--- src/rtl/bles_pkg.sv ---
// shared types, constants and helpers of the binary laplacian edge stream
package bles_pkg;

  localparam int MaxWidth  = 2048;
  localparam int MaxHeight = 2048;
  localparam int PosW      = 11;
  localparam int DimW      = 12;
  localparam int ColAw     = $clog2(MaxWidth);
  localparam int CfgIdxW   = 2;
  localparam int QDepth    = 4;
  localparam int QPtrW     = $clog2(QDepth);

  localparam logic [CfgIdxW-1:0] CfgFrameWidth  = CfgIdxW'(0);
  localparam logic [CfgIdxW-1:0] CfgFrameHeight = CfgIdxW'(1);

  localparam logic [DimW-1:0] WidthReset  = 12'd640;
  localparam logic [DimW-1:0] HeightReset = 12'd480;
  localparam logic [9:0]      WhiteLevel  = 10'd384;
  localparam logic [7:0]      EdgeOn      = 8'd255;
  localparam logic [7:0]      EdgeOff     = 8'd0;

  // result slots of one pixel, in delivery order
  localparam int SlotAbove = 0;
  localparam int SlotLeft  = 1;
  localparam int SlotHere  = 2;

  typedef struct packed {
    logic [7:0] red;
    logic [7:0] green;
    logic [7:0] blue;
  } pixel_t;

  typedef struct packed {
    logic [7:0]      edge_value;
    logic [PosW-1:0] out_row;
    logic [PosW-1:0] out_col;
    logic            last_of_run;
    logic            end_of_frame;
  } result_t;

  typedef struct packed {
    logic [2:0]      mask;
    logic [2:0]      edges;
    logic [PosW-1:0] row;
    logic [PosW-1:0] col;
  } job_t;

  function automatic logic [DimW-1:0] clamp_dim(input logic [DimW-1:0] v,
                                                input logic [DimW-1:0] maxv);
    logic [DimW-1:0] r;
    if (v == '0) begin
      r = DimW'(1);
    end else if (v > maxv) begin
      r = maxv;
    end else begin
      r = v;
    end
    return r;
  endfunction

endpackage

--- src/rtl/bles_back.sv ---
// back end: walks the results of each queued pixel into the output register
module bles_back (
  input  logic              clk_i,
  input  logic              rst_ni,
  input  logic              head_valid_i,
  input  bles_pkg::job_t    head_i,
  output logic              head_pop_o,
  output logic              out_valid_o,
  output bles_pkg::result_t out_data_o,
  input  logic              out_ready_i
);

  logic [2:0]        done_q, done_d, rem, pick;
  logic              is_last, load, out_valid_q;
  bles_pkg::result_t res_d, out_q;

  assign rem = head_i.mask & ~done_q;

  always_comb begin
    pick = '0;
    priority if (rem[bles_pkg::SlotAbove]) begin
      pick[bles_pkg::SlotAbove] = 1'b1;
    end else if (rem[bles_pkg::SlotLeft]) begin
      pick[bles_pkg::SlotLeft] = 1'b1;
    end else begin
      pick[bles_pkg::SlotHere] = 1'b1;
    end
  end

  assign is_last = ((rem & ~pick) == '0);
  assign load    = head_valid_i && (!out_valid_q || out_ready_i);
  assign head_pop_o = load && is_last;

  always_comb begin
    res_d.edge_value   = ((pick & head_i.edges) != '0) ? bles_pkg::EdgeOn : bles_pkg::EdgeOff;
    res_d.out_row      = pick[bles_pkg::SlotAbove] ? head_i.row - bles_pkg::PosW'(1)
                                                   : head_i.row;
    res_d.out_col      = pick[bles_pkg::SlotLeft] ? head_i.col - bles_pkg::PosW'(1)
                                                  : head_i.col;
    res_d.last_of_run  = is_last;
    res_d.end_of_frame = pick[bles_pkg::SlotHere];
  end

  always_comb begin
    done_d = done_q;
    if (load) begin
      done_d = is_last ? '0 : (done_q | pick);
    end
  end

  always_ff @(posedge clk_i or negedge rst_ni) begin
    if (!rst_ni) begin
      done_q      <= '0;
      out_valid_q <= 1'b0;
    end else begin
      done_q <= done_d;
      if (load) begin
        out_valid_q <= 1'b1;
      end else if (out_ready_i) begin
        out_valid_q <= 1'b0;
      end
    end
  end

  always_ff @(posedge clk_i) begin
    if (load) begin
      out_q <= res_d;
    end
  end

  assign out_valid_o = out_valid_q;
  assign out_data_o  = out_q;

endmodule

--- config.mk ---
export PLATFORM = sky130hd
export DESIGN_NAME = bles_back
export DESIGN_NICKNAME = d
export VERILOG_FILES = /design/src/rtl/bles_pkg.sv /design/src/rtl/bles_back.sv
export SDC_FILE = /design/constraint.sdc
export NUM_CORES = 1
export LEC_CHECK = 0
export ABC_CLOCK_PERIOD_IN_PS = 2400
export BUFFER_PORTS_ARGS = -buffer_cell sky130_fd_sc_hd__buf_2
export CAP_MARGIN = 10
export CORE_AREA = 2 2 53 92
export CTS_BUF_LIST = sky130_fd_sc_hd__clkbuf_4 sky130_fd_sc_hd__clkbuf_8
export CTS_CLUSTER_SIZE = 30
export DETAILED_ROUTE_END_ITERATION = 8
export DIE_AREA = 0 0 55 94
export GPL_TIMING_DRIVEN = 0
export PLACE_DENSITY = 0.63
export SETUP_SLACK_MARGIN = 0.05
export SKIP_LAST_GASP = 1
export SLEW_MARGIN = 10
export SYNTH_ARGS = -nofsm -noshare
export SYNTH_HDL_FRONTEND = slang
export SYNTH_SLANG_ARGS = --single-unit
--- constraint.sdc ---
create_clock -name clk_i -period 2.4 [get_ports clk_i]
set_input_delay 0.24 -clock clk_i [delete_from_list [all_inputs] [get_ports clk_i]]
set_output_delay 0.24 -clock clk_i [all_outputs]
set_load 0.02 [all_outputs]
# After elaboration in Yosys (flattened, before gate mapping)
# Cells that the tools add are included.
# W data, S select, Z words.
# totals
reg_bits	36
latch_bits	0
mem_bits_rw	0
mem_bits_ro	0
memories	0
# op_classes
add_sub_neg	2
mul	0
n_div	0
n_lt_le_gt_ge	0
eq_ne	0
n_shift	0
mux	10
bitwise	6
n_reduce_logical	7
# op_table
op	n
$mux W11	2
$sub A11 B1 Y11 const B	2
$and A3 B3 Y3	3
$mux W8	1
$not A3 Y3	2
$mux W1	5
$logic_not A3 Y1	1
$mux W3	1
$or A3 B3 Y3	1
$reduce_bool A3 Y1	1
$logic_and A1 B1 Y1	2
$mux W2	1
$reduce_bool A2 Y1	1
$logic_not A1 Y1	1
$logic_or A1 B1 Y1	1

# Longest topological paths before layout
# depth
ltp_word	8
depth_mapped	5
ltp_nobuf	5

# Worst setup path before layout
# Ideal clock, no wire load.
# synth_timing
kind	register to register
start	reg out_valid_q, in the netlist out_valid_o
end	reg done_q[0]
setup_ps	121
t_arrival_ps	1571
slack_ps	708
stages_incl_launch_ff	6
n_path_buf	0
cell_sequence	dfrtp_1 nand2b_1 nand2_1 inv_1 o21ai_0 a22o_1
# synth_via
elab_chain_len	3
# synth_rtl
element	line_no	text
from (decl)	bles_back.sv:14	logic is_last, load, out_valid_q;
from (signal assigned)	bles_back.sv:54	out_valid_q <= 1'b0;
from (signal assigned)	bles_back.sv:58	out_valid_q <= 1'b1;
from (signal assigned)	bles_back.sv:60	out_valid_q <= 1'b0;
$logic_not A1 Y1	bles_back.sv:31	assign load = head_valid_i && (!out_valid_q || out_ready_i);
$logic_or A1 B1 Y1	bles_back.sv:31	
$logic_and A1 B1 Y1	bles_back.sv:31	
net load	bles_back.sv:14	
to (signal assigned)	bles_back.sv:56	done_q <= done_d;
to (decl)	bles_back.sv:13	logic [2:0] done_q, done_d, rem, pick;
# The timed path passes the listed nets, and every way through them passes these cells.
# A chain may end at the register's enable or synchronous reset.

# Worst setup path after layout
# Same ends and word-level chain as after synthesis.

==> metrics.md <==
| Metric | Value |
|---|---|
| Status | `finished, final reports clean` |
| Yosys cell types | `31` |
| Most frequent cells in the layout | `buf_2, edfxtp_1, nand2_1` |
| Slowest-stage cell, CP | `inv_1` |
| Die ar. | `5170 sq um` |
| Post-route DRC violation count | `0` |
| Pwr dens | `627 nW/um^2` |
| Synth Register Bits | `29` |
| Initial antenna violation count | `0` |
| Post-Syn Nets | `158` |
| Hold_ws | `0.168 ns` |
| Sequential share of the synthesized area | `57.2%` |
| Max Freq | `534 MHz` |
| Clk pin slew, worst setup/hold paths | `0.06 ns` |
| Ant diodes | `0` |
| RSZ-0062 raised after global routing | `false` |
| GR Overflow Total | `0` |
| CP Cell Sequence | `nand2b_1, nand2_1, inv_1, o21ai_0, a22o_1` |
| Via density per instance | `4.59` |
| # setup viols final | `0` |
| Tmin final | `1.87 ns` |
| Htree depth | `2` |
| Maximum VDD drop | `0.283 mV` |
| Root Driver | `clkbuf_8` |
| Max Cap Viol | `0` |
| Final core occ | `44.6%` |
| Post-synthesis cell area | `1490 sq um` |
| HP Class | `in -> reg` |
| Leak Pwr | `0.888 nW` |
| Placed cells | `240` |
| Via Count | `1138` |
| Max stage delay on crit path | `0.75 ns` |
| Final worst-path cycle share | `78.0%` |
| Drt initial violations | `15` |
| Area growth, synth to finish | `32.2%` |
| Routability cong. | `0.665` |
| IO buf count | `65` |
| Slew Viols, Final | `0` |
| Worst path bufs/invs | `1` |
| Maximum clock path buffer count | `2` |
| Rows | `32` |
| ANT nets after route | `0` |
| Clk sinks | `29` |
| Average wire per standard cell | `12.1 microns` |
| Syn avg cell area | `12.0 sq um` |
| Initial Util | `33.8%` |
| TritonRoute pass-1 iters | `4` |
| EDFF count, synth | `25` |
| Critical path peak fanout | `28` |
| Asr flop ratio synth | `13.8%` |
| Setup bufs post-CTS | `0` |
| Clk Latency, worst-skew pair | `0.27 ns` |
| Tot Pwr | `1.23 mW` |
| Setup Crit Path Kind | `reg -> reg` |
| Layout cells sized above 1 | `44.2%` |
| Final hold vios | `0` |
| Critical Path RT | `2.56 ns` |
| TritonCTS clock tree | `yes` |
| Startpoint Class | `register` |
| First-pass GRT wire length | `4890 microns` |
| Largest net degree at the start of global routing | `29` |
| I/O Pins | `66` |
| Fin Setup TNS | `0 ns` |
| Hpwl dp | `2440 microns` |
| Syn. warnings | `0` |
| Commonest non-fill, non-tap cell in the layout | `buf_2` |
| Critical path arrival | `2.03 ns` |
| Vias in the first global route | `1100` |
| Endpoint class of the critical path | `register` |
| Worst-Margin Slew | `1.01 ns` |
| Skew final | `0.00391 ns` |
| Layout Nets | `231` |
| Crit path max-delay family | `buffers and inverters` |
| Die width | `55 microns` |
| Main synth FF type | `edfxtp_1` |
| DRT Wirelength | `3010 microns` |
| Gate Count Post-Synth | `124` |
| Slew HR | `32.4%` |
| Total track usage | `13.2%` |
| Core area | `4400 sq um` |
| Cts bufs inserted | `5` |
| Die H | `94 microns` |
| Layout Cells excl Fill | `248` |
[path summary, 6_finish.rpt]
path / to / slack (ns) / cells after the start / start
worst max-delay path: done_q[0] / 0.53 / 5 / out_valid_o
worst min-delay path: out_valid_o / 0.17 / 2 / head_valid_i
worst max register to register: done_q[0] / 0.53 / 5 / out_valid_o
worst min register to register: done_q[0] / 0.51 / 1 / done_q[0]
max in group asynchronous: done_q[1] / 1.99 / 2 / rst_ni
min in group asynchronous: out_valid_o / 0.30 / 2 / rst_ni
[per-stage QoR]
stage	setup WS, ns	instance area (sq um)
after floorplan	0.708	1490
after global placement	0.528	1880
after detailed placement	0.513	1880
after CTS	0.481	1970
after global routing	0.281	1970
final	0.528	1970
[Yosys cell counts (2+ instances only)]
cell / instances / area (sq um)
edfxtp_1: 25 / 751
xnor2_1: 8 / 70.1
nor3_1: 3 / 15.0
dfrtp_1: 4 / 100
nor2_1: 11 / 41.3
buf_4: 8 / 60.1
nor4_2: 2 / 25.0
nand3_1: 2 / 10.0
nand2_1: 16 / 60.1
ha_1: 2 / 25.0
inv_1: 5 / 18.8
xor2_1: 10 / 87.6
a21oi_1: 2 / 10.0
o21ai_0: 4 / 20.0
nand2b_1: 5 / 31.3
nor4_1: 2 / 12.5
[cells by family (layout without fill, tap and decap cells)]
family,after synthesis,in the layout,share of synthesized area (%)
xor gates and xnor gates,18,18,10.6
and+or+nand+nor,51,51,20.8
adders and majority gates,2,2,1.68
buffers and inverters,14,87,5.64
AOI/OAI and AO/OA,10,10,4.04
DFF,29,29,57.2
[final cells by class]
cell class | count | area (sq um)
Timing Repair Buffer | 66 | 335
Tap cell | 51 | 63.8
Multi-Input combinational cell | 81 | 552
Fill cell | 451 | 2440
Sequential cell | 29 | 851
Clock inverter | 1 | 3.75
Clock buffer | 6 | 76.3
Inverter | 5 | 18.8
Buffer | 9 | 65.1
[per-layer routing]
metal  GRT usage [%]  share of wire [%]  vias up
met5               0                  0        -
met4            6.71                2.3        0
met3            3.82                7.7        6
met2            23.4                 55       45
met1            13.0                 35      517
li1                -                  -      570
[state kept, by name (all words and copies together) (netlist names)]
name and cells:
done_q 3, out_data_o 25, out_valid_o 1
[timing repair]
| action | in CTS | in global routing |
|---|---|---|
| hold buffers | 1 | 0 |
| resized for setup | 0 | 0 |
| endpoints found under the hold margin | 4 | 0 |
[power breakdown]
part	total (mW)	switching, mW	internal [mW]	leakage (nW)
combinational	0.257	0.156	0.101	0.556
sequential	0.609	0.0126	0.596	0.289
clock	0.367	0.162	0.206	0.0421
total	1.23	0.330	0.903	0.888
Power figures use the tool's default switching activity.
