### src/rtl/bles_pkg.sv
// shared types, constants and helpers of the binary laplacian edge stream
package bles_pkg;

  localparam int MaxWidth  = 2048;
  localparam int MaxHeight = 2048;
  localparam int PosW      = 11;
  localparam int DimW      = 12;
  localparam int ColAw     = $clog2(MaxWidth);
  localparam int CfgIdxW   = 2;
  localparam int QDepth    = 4;
  localparam int QPtrW     = $clog2(QDepth);

  localparam logic [CfgIdxW-1:0] CfgFrameWidth  = CfgIdxW'(0);
  localparam logic [CfgIdxW-1:0] CfgFrameHeight = CfgIdxW'(1);

  localparam logic [DimW-1:0] WidthReset  = 12'd640;
  localparam logic [DimW-1:0] HeightReset = 12'd480;
  localparam logic [9:0]      WhiteLevel  = 10'd384;
  localparam logic [7:0]      EdgeOn      = 8'd255;
  localparam logic [7:0]      EdgeOff     = 8'd0;

  // result slots of one pixel, in delivery order
  localparam int SlotAbove = 0;
  localparam int SlotLeft  = 1;
  localparam int SlotHere  = 2;

  typedef struct packed {
    logic [7:0] red;
    logic [7:0] green;
    logic [7:0] blue;
  } pixel_t;

  typedef struct packed {
    logic [7:0]      edge_value;
    logic [PosW-1:0] out_row;
    logic [PosW-1:0] out_col;
    logic            last_of_run;
    logic            end_of_frame;
  } result_t;

  typedef struct packed {
    logic [2:0]      mask;
    logic [2:0]      edges;
    logic [PosW-1:0] row;
    logic [PosW-1:0] col;
  } job_t;

  function automatic logic [DimW-1:0] clamp_dim(input logic [DimW-1:0] v,
                                                input logic [DimW-1:0] maxv);
    logic [DimW-1:0] r;
    if (v == '0) begin
      r = DimW'(1);
    end else if (v > maxv) begin
      r = maxv;
    end else begin
      r = v;
    end
    return r;
  endfunction

endpackage

### src/rtl/bles_fifo.sv
// short queue of planned pixel results between front and back
module bles_fifo (
  input  logic           clk_i,
  input  logic           rst_ni,
  input  logic           push_valid_i,
  output logic           push_ready_o,
  input  bles_pkg::job_t push_data_i,
  output logic           pop_valid_o,
  output bles_pkg::job_t pop_data_o,
  input  logic           pop_ready_i
);

  bles_pkg::job_t              entry_q [bles_pkg::QDepth];
  logic [bles_pkg::QPtrW-1:0]  wr_ptr_q, rd_ptr_q;
  logic [bles_pkg::QPtrW:0]    count_q;
  logic                        push, pop;

  assign push_ready_o = (count_q != (bles_pkg::QPtrW+1)'(bles_pkg::QDepth));
  assign pop_valid_o  = (count_q != '0);
  assign pop_data_o   = entry_q[rd_ptr_q];
  assign push         = push_valid_i && push_ready_o;
  assign pop          = pop_valid_o && pop_ready_i;

  always_ff @(posedge clk_i or negedge rst_ni) begin
    if (!rst_ni) begin
      wr_ptr_q <= '0;
      rd_ptr_q <= '0;
      count_q  <= '0;
    end else begin
      if (push) begin
        wr_ptr_q <= wr_ptr_q + bles_pkg::QPtrW'(1);
      end
      if (pop) begin
        rd_ptr_q <= rd_ptr_q + bles_pkg::QPtrW'(1);
      end
      if (push && !pop) begin
        count_q <= count_q + (bles_pkg::QPtrW+1)'(1);
      end else if (pop && !push) begin
        count_q <= count_q - (bles_pkg::QPtrW+1)'(1);
      end
    end
  end

  always_ff @(posedge clk_i) begin
    if (push) begin
      entry_q[wr_ptr_q] <= push_data_i;
    end
  end

endmodule

### config.mk
export PLATFORM = sky130hd
export DESIGN_NAME = bles_fifo
export DESIGN_NICKNAME = d
export VERILOG_FILES = /design/src/rtl/bles_pkg.sv /design/src/rtl/bles_fifo.sv
export SDC_FILE = /design/constraint.sdc
export NUM_CORES = 1
export LEC_CHECK = 0
export BUFFER_PORTS_ARGS = -buffer_cell sky130_fd_sc_hd__buf_2
export CAP_MARGIN = 10
export CORE_ASPECT_RATIO = 0.9
export CORE_MARGIN = 5
export CORE_UTILIZATION = 61
export DETAILED_ROUTE_END_ITERATION = 16
export GPL_TIMING_DRIVEN = 0
export PLACE_DENSITY = 0.81
export SETUP_SLACK_MARGIN = 0.15
export SLEW_MARGIN = 0
export SYNTH_ARGS = -nofsm -noshare
export SYNTH_HDL_FRONTEND = slang
export SYNTH_SLANG_ARGS = --single-unit
export TNS_END_PERCENT = 50
### constraint.sdc
create_clock -name clk_i -period 2.95 [get_ports clk_i]
set_input_delay 0.4425 -clock clk_i [delete_from_list [all_inputs] [get_ports clk_i]]
set_output_delay 0.4425 -clock clk_i [all_outputs]
set_load 0.01 [all_outputs]
## After elaboration in Yosys (flattened, before gate mapping)

Memory sizes are Yosys's and may differ from the RTL's.
Index checks and enable logic that the tools add are counted.

- Flip-flop bits (word level): 7
- RAM bits: 112
- Input port bits: 32
- Memories: 1

- Add/sub/neg operators: 4
- Eq/ne operators: 1
- Mux-type cells: 4
- Reductions and logical operators: 8

Memory list:

| memory | depth | width | rd ports | clocked after memory_dff | write ports | RTL line | source |
|---|---|---|---|---|---|---|---|
| entry_q | 4 | 28 | 1 | 0 | 1 | bles_fifo.sv:13 | `bles_pkg::job_t entry_q [bles_pkg::QDepth];` |

Operators by type and width:

| operator | count |
|---|---|
| $mux W3 | 2 |
| $add A2 B1 Y2 const B | 2 |
| $logic_and A1 B1 Y1 | 4 |
| $add A3 B1 Y3 const B | 1 |
| $ne A3 B3 Y1 const B | 1 |
| $reduce_bool A3 Y1 | 1 |
| $sub A3 B1 Y3 const B | 1 |
| $logic_not A1 Y1 | 2 |
| $mux W1 | 2 |
| $reduce_bool A2 Y1 | 1 |

## Depth between registers and ports, before layout

Gate-level depths: netlist (run 1).

- Word-level depth: 6
- Depth in mapped cells: 8
- Mapped depth without buffers: 8

## Least setup slack after synthesis (run 1)

No wires, ideal clock.

- Path kind: register to register
- From: register count_q[1] (netlist name)
- To: register count_q[2] (netlist name)
- Arrival: 1.909 ns
- Data required time: 2.871 ns
- Path slack: 0.962 ns
- Cell stages (with the launch flop): 9
- Clock period less this slack: 1.988 ns
- Cell sequence: dfrtp_1 -> or3_4 -> nand2_1 -> ha_1 -> inv_1 -> fa_1 -> xor2_1 -> nor2_1 -> xor2_1

- Longest elaborated chain between the ends: 5
- Elaborated cells between the ends (all ways): 13
- Classes of those cells: add/sub: 2; eq/ne: 1; mux: 2; reduce/logical: 8

RTL lines:

| item | RTL line | source |
|---|---|---|
| start, declared | bles_fifo.sv:15 | `logic [bles_pkg::QPtrW:0] count_q;` |
| start signal, assigned | bles_fifo.sv:37 | `count_q <= count_q + (bles_pkg::QPtrW+1)'(1);` |
| start signal, assigned | bles_fifo.sv:39 | `count_q <= count_q - (bles_pkg::QPtrW+1)'(1);` |
| $reduce_bool A3 Y1 * | bles_fifo.sv:19 | `assign pop_valid_o = (count_q != '0);` |
| net pop_valid_o | bles_fifo.sv:8 | `output logic pop_valid_o,` |
| $logic_and A1 B1 Y1 * | bles_fifo.sv:22 | `assign pop = pop_valid_o && pop_ready_i;` |
| $logic_not A1 Y1 | bles_fifo.sv:36 | `if (push && !pop) begin` |
| $logic_and A1 B1 Y1 | bles_fifo.sv:36 |  |
| $mux W3 / $reduce_bool A2 Y1 (equally long branches) | n/a |  |

Mark *: on every way through the listed nets, which the timed path passes. The rest lies on a longest branch. The select of a mux whose other input is x is not followed.
A chain may end at the register's enable or synchronous reset.

==> key figures, run 1 <==
Finish
  • Non-Filler Instances: 370
  • # fillers: 361
  • Area growth syn-to-layout: 23.50%
  • Utilization after layout: 77.79%
  • # diodes: 0
  • Fraction of layout cells with a size suffix above 1: 45.85%
  • Nets: 303

Min path
  • Min-Delay Path Class: primary input to flip-flop
  • Endpoint, Worst Hold: entry_q[3][12]
  • Hold Startpoint: push_data_i[12]
  • Worst Hold Path Cells: 1

GRT
  • Initial antenna violation count: 0
  • First-pass GRT wire length: 12.23 mm
  • Largest net degree at the start of global routing: 29
  • Vias in the first global route: 2,315
  • Grt ovf: 0
  • Overall routing resource usage: 18.80%

Floorplan
  • Full die area: 9118 um2
  • FP Rows: 29
  • Die Height: 91.09 um
  • CORE AREA: 7076 um2
  • Die width: 100.1 um
  • IO Pins: 62
  • Starting Density: 62.99%

Flow run
  • Maxcap violations: 0

Logic synthesis
  • Net count after synthesis: 219
  • Post-synth top area share: 75.46%
  • Yosys top cell by area: edfxtp_1
  • Yosys reg bits: 119
  • Syn_area_per_cell: 24.62 um2
  • Most frequent cell after synthesis: edfxtp_1
  • Post-synthesis cell count: 181
  • Synth warn: 0
  • Distinct cells, synth: 19
  • Top_reg_cell synth: edfxtp_1
  • EDFF count, synth: 112
  • Seq/Total Area, Yosys: 79.39%
  • Top post-synthesis cells by count: 112 x edfxtp_1, 28 x mux4_2, 7 x dfrtp_1
  • Synth top area cells: edfxtp_1 75%, mux4_2 14%, dfrtp_1 3.9%
  • Synthesized cell area: 4457 um2
  • FFs w/ async S/R, synth: 5.882%

STA
  • Clock skew: 7.623 ps
  • Slew Viols, Final: 0
  • # setup viols final: 0
  • Final hold violation count: 0
  • Achievable Freq: 0.4398 GHz
  • Worst Max-Slew Pin Slew: 845.2 ps
  • RSZ-0062 raised after global routing: false
  • Slew HR: 43.65%
  • Final Critical Period: 2274 ps
  • Final period util: 77.07%
  • Setup TNS: 0 ps

Placed design
  • Dpl hpwl: 4.688 mm
  • Placed insts: 338
  • Routability-driven placement congestion ratio: 0.6660
  • Port Buf Inserts: 61

Worst setup path
  • R2R depth: 8
  • Worst flop-to-flop path endpoint: count_q[2]
  • CP arrival: 1830 ps
  • Worst reg2reg startpoint: count_q[1]
  • Critical path data required time: 2510 ps
  • WS Path Type: flip-flop to output pin
  • Peak fanout along the critical path: 10
  • Crit. End Element: output pin
  • Cells along the critical path: buf_2 > buf_4 > mux4_2 > buf_2
  • R2R setup slack: 790 ps
  • Critical Path Start Type: flip-flop
  • Slowest CP cell: dfrtp_1
  • Max incr delay on CP: 330 ps
  • Crit-path most repeated cell: buf_2

Outcome
  • Status: finished clean

Pwr
  • Cell Pwr Density: 1061 nW/um2
  • Peak supply drop: 0.0007051 V
  • Total power: 5.841 mW
  • Leakage power: 1.965 nW

CTS
  • Hold Buf Count CTS: 1
  • Root Driver: clkbuf_8
  • Clk sink count: 119
  • Longest Clk Path Bufs: 2
  • Worst skew pair latency: 500 ps
  • CTS tree: yes
  • CTS clk-pin slew, worst paths: 50 ps
  • Setup bufs post-CTS: 0
  • Total CTS buffers: 17
  • CTS resizes: 0
  • H-tree depth: 4

Drt
  • DR iter-0 viols: 104
  • Router iterations before antenna repair: 4
  • Vias per inst: 5.565
  • WL final: 7.768 mm
  • DRC: 0
  • ANT nets after route: 0
  • Total number of vias: 2,059
  • DR WL/cell: 20.99 um
[power breakdown]
group	switching, mW	total (mW)	internal (mW)
Combinational	0.839	1.65	0.812
Clock	0.645	1.82	1.17
Sequential	0.124	2.37	2.25
Total	1.61	5.84	4.23
[stage by stage]
stage               hold WS (ps)  cell area, um2  setup slack [ps]
floorplan                  146.9            4457             962.2
global placement           283.1            4878             525.4
detailed placement         287.0            4962             802.3
CTS                        130.1            5504             630.4
global route               124.2            5504             534.5
finish                     155.4            5504             676.4
[worst max path at each step]
| stage | start | end | slack [ps] | cells after the start |
|---|---|---|---|---|
| finish | rd_ptr_q[1] | pop_data_o[3] | 680 | 4 |
| global route | rd_ptr_q[1] | pop_data_o[3] | 530 | 4 |
| CTS | rd_ptr_q[1] | pop_data_o[3] | 630 | 4 |
| detailed placement | count_q[0] | entry_q[3][2] | 800 | 4 |
| global placement | push_valid_i | entry_q[2][1] | 530 | 3 |
| floorplan | count_q[1] | count_q[2] | 960 | 8 |
[cells by family (layout without fill, tap and decap cells)]
group / after synthesis / after routing / share of synthesized area [%]
adder cells (fa/ha/maj): 6 / 6 / 1.853
AO/OA/AOI/OAI: 1 / 1 / 0.2526
buffers and inverters: 9 / 105 / 1.404
AND/OR/NAND/NOR: 10 / 10 / 1.263
multiplexers: 30 / 30 / 14.65
XOR/XNOR: 6 / 6 / 1.179
flip-flops: 119 / 119 / 79.39
[state kept, by name, summed over array words and instances (netlist names)]
signal	flops
rd_ptr_q	2
wr_ptr_q	2
entry_q	112
count_q	3
[cells in the final DEF, fill, tap and decap left out, drive strengths merged]
cell type and n:
buf 70, clkinvlp 2, edfxtp 112, dlygate4sd3 1, fa 1, clkbuf 18, nand2 2, a21boi 1
ha 5, xnor2 4, dfrtp 7, inv 3, mux2 2, bufinv 2, xor2 2, or3 1
clkinv 9, nor2 2, nand3 1, mux4 28, and2 4
[routing by layer]
metal,track usage [%],up-vias,wire length [um]
met3,6.667,7,411
met4,7.407,0,60
met5,0,-,0
met2,31.06,66,4160
met1,22.84,1058,3136
li1,-,928,-
[critical path, delay by kind of cell (launching register included)]
family                 cells  cell delay [ps]
buffers and inverters      3              690
DFF                        1              330
muxes                      1              320
[area by class of cell]
type	count	area, um2	area share, %
Clock buffer	18	417.9	7.593
Timing Repair Buffer	65	397.9	7.229
Clock inverter	13	113.9	2.069
Sequential cell	119	3538	64.29
Buffer	6	51.30	0.9320
Inverter	3	11.26	0.2046
Multi-Input combinational cell	53	857.1	15.57
Tap cell	93	116.4	2.114
(Power assumes the default switching activity.)
==> inputs of run 2 (changes only) <==
- CORE_UTILIZATION: 61 -> 51
- PLACE_DENSITY: 0.81 -> 0.72
- clock period: 2.95 -> 2 ns (I/O delays scaled with it)
==> run 2 against run 1 <==
Effect of this change:
- total power grew 58%
- the run now ends with setup timing left
- sequential share of layout area shrank 4.0 points
- register-to-register slack lost 690 ps
- critical path type unchanged
- critical endpoint is now pop_data_o[21]
- sequential cell count is the same
- clock power grew 43%
- combinational power grew 91%
- sequential power grew 47%
==> key figures, run 2 (synthesis gave the netlist of run 1 again) <==
Worst setup path
  • R2R setup slack: 100 ps (-690 ps)
  • CP arrival: 1830 ps (about the same)
  • WS Path Type: flip-flop to output pin
  • Crit path launch: rd_ptr_q[0]
  • Setup crit end: pop_data_o[21]
  • Worst flop-to-flop path endpoint: count_q[2]
  • Peak fanout along the critical path: 6 (-4)
  • Worst reg2reg startpoint: count_q[1]
  • Critical path data required time: 1700 ps (-810 ps)
  • Crit. End Element: output pin
  • R2R depth: 8 (unchanged)
  • Critical Path Start Type: flip-flop

Outcome
  • Violated checks: setup timing
  • Status: finished, violations left

Finish
  • Most common cell after layout, fill and taps aside: edfxtp_1
  • # diodes: 0 (unchanged)
  • Nets: 318 (+5.0%)
  • Non-Filler Instances: 412 (+11%)
  • Largest Register: entry_q
  • Commonest non-fill, non-tap cells in the layout: 112 x edfxtp_1, 41 x buf_2, 28 x mux4_2
  • # fillers: 539 (+49%)
  • Footprint of the multi-input gates: 899.6 um2 (+5.0%)
  • Area growth syn-to-layout: 31.86%
  • Fraction of layout cells with a size suffix above 1: 47.78% (+1.9 points)
  • Flip-flop and latch area: 3542 um2 (+0.11%)
  • Top flop regs: entry_q x112, count_q x3
  • Max reg flops: 112 (unchanged)

Drt
  • Total number of vias: 2,118 (+2.9%)
  • DR WL/cell: 19.27 um (-8.2%)
  • WL final: 7.940 mm (+2.2%)
  • Router iterations before antenna repair: 4 (unchanged)
  • Vias per inst: 5.141 (-7.6%)
  • DR iter-0 viols: 67 (-36%)
  • DRC: 0 (unchanged)
  • ANT nets after route: 0 (unchanged)

STA
  • Final Critical Period: 2132 ps
  • # setup viols final: 28 (+28)
  • Slew Viols, Final: 0 (unchanged)
  • Final period util: 106.6%
  • Final hold violation count: 0 (unchanged)
  • Setup TNS: -3108 ps (-3108 ps)
  • RSZ-0062 raised after global routing: true
  • Worst Max-Slew Pin Slew: 451.1 ps (-394.2 ps)
  • Final worst slack: -132.0 ps (-808.4 ps)
  • Clock skew: 11.35 ps (+3.731 ps)
  • Slew HR: 69.93% (+26 points)
  • Achievable Freq: 0.4690 GHz

CTS
  • Clk sink count: 119 (unchanged)
  • Longest Clk Path Bufs: 2 (unchanged)
  • Root Driver: clkbuf_8
  • Total CTS buffers: 17 (unchanged)
  • CTS tree: yes
  • Worst skew pair latency: 500 ps (about the same)
  • H-tree depth: 4 (unchanged)
  • CTS clk-pin slew, worst paths: 50 ps (about the same)

Min path
  • Min-Delay Path Class: primary input to flip-flop

Pwr
  • Leakage power: 2.099 nW (+6.8%)
  • Cell Pwr Density: 1573 nW/um2 (+48%)
  • Peak supply drop: 0.0008010 V (+14%)

Placed design
  • Placed insts: 361 (+6.8%)
  • Dpl hpwl: 4.459 mm (-4.9%)
  • Routability-driven placement congestion ratio: 0.6509 (-2.3%)
  • Port Buf Inserts: 61 (unchanged)

GRT
  • Grt ovf: 0 (unchanged)
  • Largest net degree at the start of global routing: 29 (unchanged)
  • Vias in the first global route: 2,270 (-1.9%)
  • Initial antenna violation count: 0 (unchanged)
  • Overall routing resource usage: 15.87% (-2.9 points)
  • First-pass GRT wire length: 12.10 mm (-1.0%)

Floorplan
  • FP Rows: 32 (+10%)
  • Die width: 108.5 um (+8.4%)
  • IO Pins: 62 (unchanged)
  • Full die area: 10,710 um2 (+17%)
  • Starting Density: 52.02% (-11 points)
  • Die Height: 98.69 um (+8.3%)
  • CORE AREA: 8568 um2 (+21%)

Flow run
  • Maxcap violations: 0 (unchanged)
==> run 2: cell types whose count changed in the layout (fill, tap and decap cells not counted), moves of 4 or more <==
cell / delta
buf_2: -22
buf_6: +19
dlygate4sd3_1: +13
and2_4: +4
buf_12: +4
==> run 2: worst min path at each step <==
stage,to,depth (start not counted),start
2_1_floorplan,count_q[0],0,rst_ni
3_3_place_gp,count_q[0],1,rst_ni
3_5_place_dp,count_q[0],1,rst_ni
4_1_cts,entry_q[3][2],1,push_data_i[2]
5_1_grt,entry_q[0][5],1,push_data_i[5]
6_report,entry_q[3][15],1,push_data_i[15]
==> run 2: cell type report <==
cell class	instances	area share, %
sequential	119	60.27
multi-input combinational	53	15.31
timing repair buffer	80	11.56
clock buffer	20	7.239
tap	119	2.534
clock inverter	12	1.469
buffer	6	1.426
inverter	3	0.1916
==> run 2: power breakdown <==
part           internal (mW)  switching, mW
Sequential              3.32          0.169
Clock                   1.61          0.989
Combinational           1.76           1.39
==> run 2: critical path, stage by stage, from the launching register on <==
cell and delay [ps]:
dfrtp_2 370, buf_12 150, buf_12 130, mux4_2 540
buf_6 150
==> run 2: what timing repair did <==
item	4_1_cts	5_1_grt
pin swaps	6	2
hold buffers	12	2
endpoints found under the hold margin	45	5
setup buffers	0	2
resized for setup	13	26
gates cloned	0	3
setup endpoints to repair	142	31
==> run 2: metrics by stage <==
step	setup WS [ps]	util [%]	hold WS (ps)	cell area, um2	power (mW)
final	-132.0	68.59	19.84	5877	9.246
after global routing	-187.9	68.59	-1.632	5877	9.702
after CTS	-131.0	65.44	0.03095	5607	8.680
after detailed placement	-47.23	57.65	139.5	4940	5.972
after global placement	-489.4	57.64	138.8	4938	5.918
after floorplan	67.87	-	4.409	4484	5.140
==> run 2: routing by layer <==
layer / up-vias / share of wire [%] / track usage, %
met5: - / 0 / 0
met4: 0 / 1.3 / 5.728
met3: 8 / 5.8 / 6.418
met2: 62 / 51 / 24.89
li1: 957 / - / -
met1: 1091 / 42 / 20.12
